## config.mk

```make
export PLATFORM = sky130hd
export DESIGN_NAME = ldb_cell
export DESIGN_NICKNAME = d
export VERILOG_FILES = /design/src/design/ldb_pkg.sv /design/src/design/ldb_cell.sv
export SDC_FILE = /design/constraint.sdc
export NUM_CORES = 1
export LEC_CHECK = 0
export ABC_AREA = 1
export BUFFER_PORTS_ARGS = -buffer_cell sky130_fd_sc_hd__buf_2
export CORE_ASPECT_RATIO = 0.8
export CORE_MARGIN = 4
export CORE_UTILIZATION = 40
export DETAILED_ROUTE_END_ITERATION = 16
export GPL_ROUTABILITY_DRIVEN = 0
export GPL_TIMING_DRIVEN = 1
export PLACE_DENSITY = 0.67
export SKIP_CTS_REPAIR_TIMING = 1
export SLEW_MARGIN = 40
export SYNTH_ARGS = -nofsm -noshare
export SYNTH_HDL_FRONTEND = slang
export SYNTH_SLANG_ARGS = --single-unit
```

## constraint.sdc

```tcl
create_clock -name clk -period 4.6 [get_ports clk]
set_input_delay 0.46 -clock clk [delete_from_list [all_inputs] [get_ports clk]]
set_output_delay 0.46 -clock clk [all_outputs]
set_load 0.01 [all_outputs]
```

## src/design/ldb_pkg.sv

```systemverilog
package ldb_pkg;

  // Field widths
  localparam int LATW = 31;
  localparam int LONW = 32;
  localparam int SCW  = 32;
  localparam int DW   = 36;
  localparam int BW   = 25;

  // Offset magnitude in 1/1024 m, CORDIC datapath widths
  localparam int OFW  = 42;
  localparam int GRD  = 16;
  localparam int XW   = 60;
  localparam int YW   = XW + 1;
  localparam int ZW   = 28;
  localparam int A16W = 23;

  localparam int CORDIC_STEPS_DEF = 24;
  localparam int CORDIC_STEPS_MAX = 32;

  // Configuration register indexes
  localparam int CFG_IW = 1;
  localparam logic [CFG_IW-1:0] REG_EAST_SCALE  = 1'd0;
  localparam logic [CFG_IW-1:0] REG_NORTH_SCALE = 1'd1;

  localparam logic [SCW-1:0] EAST_SCALE_RST  = 32'd47811147;
  localparam logic [SCW-1:0] NORTH_SCALE_RST = 32'd47811147;

  localparam logic [63:0]     ROUND22    = 64'd2097152;
  localparam logic [31:0]     INV_GAIN   = 32'd2608131496;
  localparam logic [ZW-2:0]   DEG90_Q20  = 27'd94371840;
  localparam logic [A16W-1:0] DEG90_Q16  = 23'd5898240;
  localparam logic signed [BW-1:0] DEG180_Q16 = 25'sd11796480;

  // atan(2^-i) in 2^-20 degree
  localparam logic [ZW-2:0] ATAN_Q20 [CORDIC_STEPS_MAX] = '{
    27'd47185920, 27'd27855475, 27'd14718068, 27'd7471121,
    27'd3750058,  27'd1876857,  27'd938658,   27'd469357,
    27'd234682,   27'd117342,   27'd58671,    27'd29335,
    27'd14668,    27'd7334,     27'd3667,     27'd1833,
    27'd917,      27'd458,      27'd229,      27'd115,
    27'd57,       27'd29,       27'd14,       27'd7,
    27'd4,        27'd2,        27'd1,        27'd0,
    27'd0,        27'd0,        27'd0,        27'd0
  };

  typedef struct packed {
    logic           north_neg;
    logic           east_neg;
    logic           n_zero;
    logic           e_zero;
    logic [OFW-1:0] byp_mag;
  } ldb_side_t;

  typedef struct packed {
    logic [XW-1:0]        x;
    logic signed [YW-1:0] y;
    logic signed [ZW-1:0] z;
    ldb_side_t            side;
  } ldb_vec_t;

endpackage

```

## src/design/ldb_cell.sv

```systemverilog
module ldb_cell #(
  parameter int STEP = 0
) (
  input  logic              clk,
  input  logic              rst_n,
  input  logic              adv,
  input  logic              in_vld,
  input  ldb_pkg::ldb_vec_t in_vec,
  output logic              out_vld,
  output ldb_pkg::ldb_vec_t out_vec
);
  import ldb_pkg::*;

  localparam logic signed [ZW-1:0] TSTEP = $signed({1'b0, ATAN_Q20[STEP]});

  logic [XW-1:0]        sx;
  logic [YW-1:0]        ay;
  logic [YW-1:0]        ay_sh;
  logic signed [YW-1:0] sx_s;
  ldb_vec_t             vec_nxt;
  ldb_vec_t             vec_r;
  logic                 vld_r;

  always_comb begin
    sx    = in_vec.x >> STEP;
    sx_s  = $signed({1'b0, sx});
    ay    = in_vec.y[YW-1] ? $unsigned(-in_vec.y) : $unsigned(in_vec.y);
    ay_sh = ay >> STEP;
    vec_nxt      = in_vec;
    vec_nxt.x    = in_vec.x + ay_sh[XW-1:0];
    // rotate towards y = 0, from the old x and y
    if (!in_vec.y[YW-1]) begin
      vec_nxt.y = in_vec.y - sx_s;
      vec_nxt.z = in_vec.z + TSTEP;
    end else begin
      vec_nxt.y = in_vec.y + sx_s;
      vec_nxt.z = in_vec.z - TSTEP;
    end
  end

  always_ff @(posedge clk) begin
    if (!rst_n) begin
      vld_r <= 1'b0;
    end else if (adv) begin
      vld_r <= in_vld;
    end
  end

  always_ff @(posedge clk) begin
    if (adv) begin
      vec_r <= vec_nxt;
    end
  end

  assign out_vld = vld_r;
  assign out_vec = vec_r;

endmodule

```

==> qor.csv <==
metric,value,unit
r2r-end,out_vld,
drc,0,
path_delay_family,compound AO/OA/AOI/OAI gates,
finalMaxSlewViolations,0,
gr-usage-all-layers,27.4,%
fin_tns_setup,0,ns
slew_headroom,44.8,%
start_util,40.8,%
wl_per_cell,18.3,µm
synth-edff-count,194,
grt_antenna_before_repair,29,
ios,395,
critPathMaxStageDelay,0.40,ns
place_area,23300,µm²
ys_ff_latch,195,
fmax,0.264,GHz
die_h,211,µm
worstPathMaxFanout,5,
synthArstFlopShare,0,%
antenna_left,0,
setup_violations,0,
hpwl,66800,µm
portBuffers,394,
first_pass_iters,6,
holdPathEnd,out_vec[4],
die_w,261,µm
num_vias,21700,
tightest_slew,0.828,ns
yosysSeqAreaShare,28.5,%
post-route-period-util,82.2,%
final_cell_mix,"1110 x nand2_1, 572 x inv_1, 393 x buf_2",
finalInstanceArea,24000,µm²
p_leak,0.0128,µW
rsz0062_at_grt,false,
cp_cell_sequence,"buf_2, nor2_1, nand3_1, nor2_1, nand4_1, o21ai_2, o21ai_0, nand2_1, nand2_1, ha_1, a21oi_1, o21ai_0, a21oi_1, nand2_1, a21oi_1, nand2_1, nand2_1, nand2_1",
viasPerCell,5.08,
wl,77900,µm
cts_tree,yes,
hold_path_depth,1,
core,50200,µm²
grt_pass1_wl,114000,µm
fillCellCount,5243,
period_minus_slack,3.78,ns
syn_area,20500,µm²
slowest_stage,a21oi_1,
drtIter0Drc,2790,
drive_above_1_share,14.6,%
rr_startpoint,out_vld,
crit_arrival,4.00,ns
status,"complete, no violations",
end_kind,flop,
die_area,55000,µm²
fin_skew,0,ns
syn-instance-count,3167,
fin_nets,3923,
power_density,291,nW/µm²
ys_types,49,
grt_max_degree,85,
clk_pin_slew,0.09,ns
numCtsBuffers,17,
cpMostUsedCell,nand2_1,
avgSynthCellArea,6.48,µm²
htree_num_levels,4,
start_kind,input pin,
rows,73,
reg2reg_slack,3.95,ns
insertion_delay,0.50,ns
ff2ff_path_depth,2,
worstPathRequired,4.82,ns
area_delta_synth_final,17.0,%
yosys_warnings,0,
hp-class,in2reg,
path_depth,18,
syn-num-nets,3520,
cts.sinks,195,
grt_pass1_vias,19500,
grt_overflow,0,
synth_top_flop_cell,edfxtp_1,
dp.cells,4226,
vdd_drop_max,0.000222,V
max-cap-violations,0,
fin_cells,4265,
cts_buffer_depth,2,
holdCritStartpoint,in_vec[4],
path_buf_inv,1,
path_class,in2reg,
layout_commonest_cell,nand2_1,
hold_viol,0,
clock-root-buffer,clkbuf_16,
how the worst max path moves through the flow:
stage | slack, ns | startpoint | end
2_1_floorplan | 1.53 | in_vec[135] | out_vec[129]
3_3_place_gp | 0.59 | in_vec[102] | out_vec[187]
3_5_place_dp | 0.60 | in_vec[90] | out_vec[187]
4_1_cts | 1.16 | in_vec[83] | out_vec[187]
5_1_grt | 0.68 | in_vec[90] | out_vec[187]
6_report | 0.82 | in_vec[90] | out_vec[187]
cell type report:
type / count / area, µm² / area share (%)
Timing Repair Buffer: 400 / 2050 / 8.54
Inverter: 584 / 2190 / 9.13
Tap cell: 675 / 845 / 3.52
Clock buffer: 17 / 425 / 1.77
Clock inverter: 15 / 231 / 0.964
Multi-Input combinational cell: 2372 / 12400 / 51.7
Sequential cell: 195 / 5850 / 24.3
Antenna cell: 7 / 17.5 / 0.0730
worst reg2reg max path, stage by stage (launching register included):
cell and delay [ns]:
dfxtp_1 0.31, o21ai_0 0.15, a21oi_1 0.06
logic make-up (layout without fill, tap and decap cells):
logic type,count (synthesis),in the layout,synth area share [%]
buffers and inverters,600,1016,11.1
AO/OA/AOI/OAI,262,262,7.17
other,0,7,0
XOR/XNOR,164,164,7.00
AND/OR/NAND/NOR,1792,1792,36.8
flip-flops,195,195,28.5
adder cells (fa/ha/maj),154,154,9.50
state kept, by name, indices dropped and copies added (netlist names):
signal / cells
out_vec: 194
out_vld: 1
report_power, final:
group,leakage (µW),total [µW],internal (µW),switching (µW)
sequential,0.00191,2410,2330,72.8
combinational,0.0106,2940,969,1970
clock,0.000314,1640,770,868
total,0.0128,6980,4070,2910
cell usage after synthesis (6+ instances only):
cell	instances	share of area [%]
nand3_1	181	4.4
nor4_1	9	0.27
nor2_1	331	6.1
xor2_1	133	5.7
nor3_2	12	0.59
inv_1	573	10
nor3_1	28	0.68
o21bai_1	22	0.80
nand3_2	6	0.29
a21oi_1	138	3.4
edfxtp_1	194	28
nand2_1	1110	20
clkbuf_1	6	0.11
xnor2_1	31	1.3
inv_2	11	0.20
nand2_2	9	0.27
buf_2	6	0.15
nand4_1	46	1.4
nor2_2	19	0.58
nor2_4	13	0.71
ha_1	151	9.2
o21ai_0	58	1.4
o21ai_1	17	0.41
nand3b_1	10	0.37
per-stage QoR:
step / hold WS (ns) / util, % / power, µW / setup slack (ns)
global placement: 0.535 / 46.4 / 5330 / 0.587
global route: 0.0904 / 47.8 / 7430 / 0.683
CTS: 0.0777 / 47.8 / 7010 / 1.16
floorplan: 0.553 / - / 4220 / 1.53
detailed placement: 0.535 / 46.4 / 5330 / 0.603
finish: 0.122 / 47.8 / 6980 / 0.818
routing by layer:
layer  track usage (%)  up-vias  share of wire (%)
met5                 0        -               0.37
met4              8.19       46                2.6
met3              10.0      135                 14
met2              40.7     1098                 41
met1              37.4     9604                 43
li1                  -    10800                  -
(Power assumes the default switching activity.)
