File: src/design/ldb_pkg.sv
package ldb_pkg;

  // Field widths
  localparam int LATW = 31;
  localparam int LONW = 32;
  localparam int SCW  = 32;
  localparam int DW   = 36;
  localparam int BW   = 25;

  // Offset magnitude in 1/1024 m, CORDIC datapath widths
  localparam int OFW  = 42;
  localparam int GRD  = 16;
  localparam int XW   = 60;
  localparam int YW   = XW + 1;
  localparam int ZW   = 28;
  localparam int A16W = 23;

  localparam int CORDIC_STEPS_DEF = 24;
  localparam int CORDIC_STEPS_MAX = 32;

  // Configuration register indexes
  localparam int CFG_IW = 1;
  localparam logic [CFG_IW-1:0] REG_EAST_SCALE  = 1'd0;
  localparam logic [CFG_IW-1:0] REG_NORTH_SCALE = 1'd1;

  localparam logic [SCW-1:0] EAST_SCALE_RST  = 32'd47811147;
  localparam logic [SCW-1:0] NORTH_SCALE_RST = 32'd47811147;

  localparam logic [63:0]     ROUND22    = 64'd2097152;
  localparam logic [31:0]     INV_GAIN   = 32'd2608131496;
  localparam logic [ZW-2:0]   DEG90_Q20  = 27'd94371840;
  localparam logic [A16W-1:0] DEG90_Q16  = 23'd5898240;
  localparam logic signed [BW-1:0] DEG180_Q16 = 25'sd11796480;

  // atan(2^-i) in 2^-20 degree
  localparam logic [ZW-2:0] ATAN_Q20 [CORDIC_STEPS_MAX] = '{
    27'd47185920, 27'd27855475, 27'd14718068, 27'd7471121,
    27'd3750058,  27'd1876857,  27'd938658,   27'd469357,
    27'd234682,   27'd117342,   27'd58671,    27'd29335,
    27'd14668,    27'd7334,     27'd3667,     27'd1833,
    27'd917,      27'd458,      27'd229,      27'd115,
    27'd57,       27'd29,       27'd14,       27'd7,
    27'd4,        27'd2,        27'd1,        27'd0,
    27'd0,        27'd0,        27'd0,        27'd0
  };

  typedef struct packed {
    logic           north_neg;
    logic           east_neg;
    logic           n_zero;
    logic           e_zero;
    logic [OFW-1:0] byp_mag;
  } ldb_side_t;

  typedef struct packed {
    logic [XW-1:0]        x;
    logic signed [YW-1:0] y;
    logic signed [ZW-1:0] z;
    ldb_side_t            side;
  } ldb_vec_t;

endpackage

File: src/design/ldb_finish.sv
module ldb_finish (
  input  logic                          clk,
  input  logic                          rst_n,
  input  logic                          adv,
  input  logic                          in_vld,
  input  ldb_pkg::ldb_vec_t             in_vec,
  output logic                          out_vld,
  output logic [ldb_pkg::DW-1:0]        distance,
  output logic signed [ldb_pkg::BW-1:0] bearing
);
  import ldb_pkg::*;

  // stage F1: gain correction products and first-quadrant angle
  logic [ZW-2:0]   zc;
  logic [ZW-1:0]   zr;
  logic [A16W-1:0] a16_nxt, a16_r;
  logic [59:0]     ph_nxt, ph_r;
  logic [63:0]     pl_nxt, pl_r;
  ldb_side_t       side_r;
  logic            f1_vld_r;

  // stage F2: magnitude, saturation, quadrant
  logic [60:0]     prod;
  logic [60:0]     prod_rnd;
  logic [44:0]     mag;
  logic [DW-1:0]   dist_nxt, dist_r;
  logic [A16W-1:0] a16_sel;
  logic            nn, en;
  logic [BW-1:0]   base, bear_nxt, bear_r;
  logic            f2_vld_r;

  always_comb begin
    if (in_vec.z[ZW-1]) begin
      zc = '0;
    end else if (in_vec.z[ZW-2:0] > DEG90_Q20) begin
      zc = DEG90_Q20;
    end else begin
      zc = in_vec.z[ZW-2:0];
    end
    zr      = {1'b0, zc} + ZW'(8);
    a16_nxt = zr[A16W+3:4];
  end

  assign ph_nxt = in_vec.x[XW-1:32] * INV_GAIN;
  assign pl_nxt = in_vec.x[31:0] * INV_GAIN;

  always_comb begin
    prod     = 61'(ph_r) + 61'(pl_r[63:32]);
    prod_rnd = prod + 61'(32768);
    nn       = side_r.north_neg;
    en       = side_r.east_neg;
    a16_sel  = a16_r;
    mag      = prod_rnd[60:16];
    if (side_r.e_zero) begin
      mag     = 45'(side_r.byp_mag);
      a16_sel = '0;
      en      = 1'b0;
    end else if (side_r.n_zero) begin
      mag     = 45'(side_r.byp_mag);
      a16_sel = DEG90_Q16;
      nn      = 1'b0;
    end
    dist_nxt = (mag[44:DW] != '0) ? {DW{1'b1}} : mag[DW-1:0];
    base     = nn ? ($unsigned(DEG180_Q16) - BW'(a16_sel)) : BW'(a16_sel);
    bear_nxt = en ? (~base + BW'(1)) : base;
    // both offsets round to zero: no direction
    if (side_r.e_zero && side_r.n_zero) begin
      bear_nxt = '0;
    end
  end

  always_ff @(posedge clk) begin
    if (!rst_n) begin
      f1_vld_r <= 1'b0;
      f2_vld_r <= 1'b0;
    end else if (adv) begin
      f1_vld_r <= in_vld;
      f2_vld_r <= f1_vld_r;
    end
  end

  always_ff @(posedge clk) begin
    if (adv) begin
      ph_r   <= ph_nxt;
      pl_r   <= pl_nxt;
      a16_r  <= a16_nxt;
      side_r <= in_vec.side;
      dist_r <= dist_nxt;
      bear_r <= bear_nxt;
    end
  end

  assign out_vld  = f2_vld_r;
  assign distance = dist_r;
  assign bearing  = $signed(bear_r);

endmodule

File: config.mk
export PLATFORM = sky130hd
export DESIGN_NAME = ldb_finish
export DESIGN_NICKNAME = d
export VERILOG_FILES = /design/src/design/ldb_pkg.sv /design/src/design/ldb_finish.sv
export SDC_FILE = /design/constraint.sdc
export NUM_CORES = 2
export LEC_CHECK = 0
export BUFFER_PORTS_ARGS = -buffer_cell sky130_fd_sc_hd__buf_2
export CELL_PAD_IN_SITES_DETAIL_PLACEMENT = 1
export CELL_PAD_IN_SITES_GLOBAL_PLACEMENT = 1
export CORE_UTILIZATION = 30
export CTS_CLUSTER_SIZE = 14
export DETAILED_ROUTE_END_ITERATION = 10
export PLACE_DENSITY_LB_ADDON = 0.05
export SETUP_SLACK_MARGIN = 0.1
export SLEW_MARGIN = 20
export SYNTH_ARGS = -nofsm -noshare
export SYNTH_HDL_FRONTEND = slang
export SYNTH_SLANG_ARGS = --single-unit
File: constraint.sdc
create_clock -name clk -period 13.6 [get_ports clk]
set_clock_uncertainty 0.15 [all_clocks]
set_input_delay 2.72 -clock clk [delete_from_list [all_inputs] [get_ports clk]]
set_output_delay 2.72 -clock clk [all_outputs]
set_load 0.05 [all_outputs]
==> run metrics <==
outcome complete, but fails checks; violated checks design-rule violations; TritonCTS Buffers 28; Placed Area 0.04697 mm^2; Post-synth EDFFs 216; Antenna Nets Post-Route 0; Area Overhead vs Synth 9.880%; critical path capture point type register; Die X 383.6 um; fillers 16310; wire per inst 22.23 um; die extent in y 383.6 um; gr usage total 19.52%; # setup viols final 0; die area 0.1472 mm^2; slowest CP cell a2111oi_1; DRT iter0 DRCs 1402; total vias in the final route 29160; top_reg_cell synth edfxtp_1; asr flop ratio synth 0%; remaining global-route overflow 0; via-per-instance ratio 4.600; min Tclk post-route 10.63 ns; Critical Path Max Stage Delay 0.81 ns; Gates resized, CTS repair 0; H-tree Lvls 1; Post-CTS Repair Setup Buffers 0; largest net degree at the start of global routing 76; fmax 0.09409 GHz; Final Cycle Share 78.15%; final instance area 0.04801 mm^2; drt total wl 140900 um; Port Buffers 199; Hold Path Class reg2reg; CP most frequent cell fa_1; Syn Area/Cell 10.36 um^2; initial core utilization 30.34%; syn_nets 5916; num rows 139; First-pass DRT Iterations 10; RSZ-0062 raised after global routing false; Core Box Area 0.1440 mm^2; Synth area leaders fa_1, ha_1, edfxtp_1; root cell of the clock tree clkbuf_16; vias in the first global route 32790; pins over their slew limit 0; CP arrival 10.77 ns; share of cells above drive strength 1 6.590%; post-synth top area cell fa_1; Final nets 6108; io pins 261; commonest non-fill, non-tap cell in the layout inv_1; Post-CTS Hold Buffers 0; crit-path max FO 7; clock sinks 218; most frequent cells in the layout inv_1, fa_1, ha_1, edfxtp_1, buf_2; routability congestion estimate 0.8470; CP Launch Point in_vec[142]; worst hold start out_vld; initial antenna violation count 15; required time worst endpoint 13.74 ns; drc violations 42; Setup crit start kind primary input; Synth Instances 4218; flop and latch count out of synthesis 218; Reg clk slew, reported paths 0.06 ns; final hold violation count 0; worst-case clock buffer depth 3; post-synth cell types 90; Max Cap Viol 0; TNS Setup 0 ns; yosys warns 0; Relative slew margins 34.70%; reg-to-reg startpoint pl_r[37]; Synth top area share 37.43%; dpl hpwl 125700 um; CTS tree built; WS Path Type in2reg; synthesized cell area 0.04369 mm^2; first-pass GRT wire length 212600 um; register area share after synthesis 14.94%; Least-Margin Pin Slew 0.9796 ns; source-to-sink clock delay at the later pin of the worst-skew pair 0.58 ns
==> area by class of cell <==
cell class              count  area (um^2)  share of cell area [%]
clock inverters            21        317.8                  0.6620
well taps                1903         2381                   4.960
repair buffers            210         1089                   2.267
flip-flops and latches    218         6526                   13.59
clock buffers              30        708.2                   1.475
multi-input cells        2693        32250                   67.17
diodes                      5        12.51                 0.02606
inverters                1259         4726                   9.844
==> path summary, 6_finish.rpt <==
path | endpoint | slack [ns] | cells past startpoint
setup / recovery | pl_r[54] | 2.97 | 26
hold / removal | out_vld | 0.37 | 2
setup reg to reg | distance[17] | 8.87 | 13
hold reg to reg | out_vld | 0.37 | 2
==> sequential cells by signal, indices dropped and copies added (netlist names) <==
signal    count
f1_vld_r      1
distance     36
out_vld       1
side_r       46
a16_r        23
bearing      25
ph_r         57
pl_r         29
==> metal layers <==
| metal | global-route usage (%) | up-vias | routed length [um] |
|---|---|---|---|
| met1 | 29.23 | 15060 | 71550 |
| met5 | 0 | - | 11 |
| met2 | 31.79 | 319 | 64550 |
| met3 | 1.465 | 58 | 3643 |
| li1 | - | 13720 | - |
| met4 | 1.594 | 2 | 1166 |
==> through the flow <==
step / setup slack [ns] / std cells / utilization (%) / hold slack (ns)
CTS: 2.673 / 6334 / 33.33 / 0.3812
floorplan: 4.058 / 4218 / - / 0.3324
finish: 2.972 / 6339 / 33.34 / 0.3738
detailed placement: 2.135 / 6283 / 32.62 / 0.3629
global placement: 2.141 / 6283 / 32.62 / 0.3551
global route: 2.422 / 6334 / 33.33 / 0.4197
==> kinds of logic (layout without fill, tap and decap cells) <==
| group | count (synthesis) | in the layout | share of synthesized area [%] |
|---|---|---|---|
| simple gates | 543 | 543 | 6.105 |
| other cells | 0 | 5 | 0 |
| buf+inv | 1307 | 1520 | 11.28 |
| mux | 10 | 10 | 0.2291 |
| flops | 218 | 218 | 14.94 |
| fa+ha+maj | 1499 | 1499 | 56.96 |
| compound gates | 501 | 501 | 7.678 |
| xor+xnor | 140 | 140 | 2.806 |
==> Yosys cell counts, types with 5 or more instances <==
cell type  instances
o21a_1            25
xor2_1            54
o21bai_1          13
a211o_1           11
buf_2              8
clkbuf_1          35
nand4_1           29
nand2_1          142
o211ai_1          38
inv_1           1257
o21ai_1           12
nor4_1            12
or3_1             15
a21oi_1          138
o21ai_0           97
fa_1             817
nand3_1           54
nor2b_1           17
ha_1             682
and4_1            12
a211oi_1          16
a221o_1            5
o2111ai_1          7
a31oi_1           20
xnor2_1           86
nor3b_1            9
and3_1            22
nor2_1           149
and2_1            12
a21o_1            37
mux2i_1           10
or2_2              7
nor3_1            29
nand2b_1          14
a41oi_1            5
a21boi_0           7
edfxtp_1         216
==> critical path: cells and delay by family <==
kind	cells	cell delay, ns
AOI/OAI and AO/OA	7	2.28
adders and majority gates	9	4.33
buffers and inverters	7	0.86
and+or+nand+nor	3	0.57
Power is not shown: default switching activity piles up to over one toggle a cycle in this logic, so the estimate is an artifact.
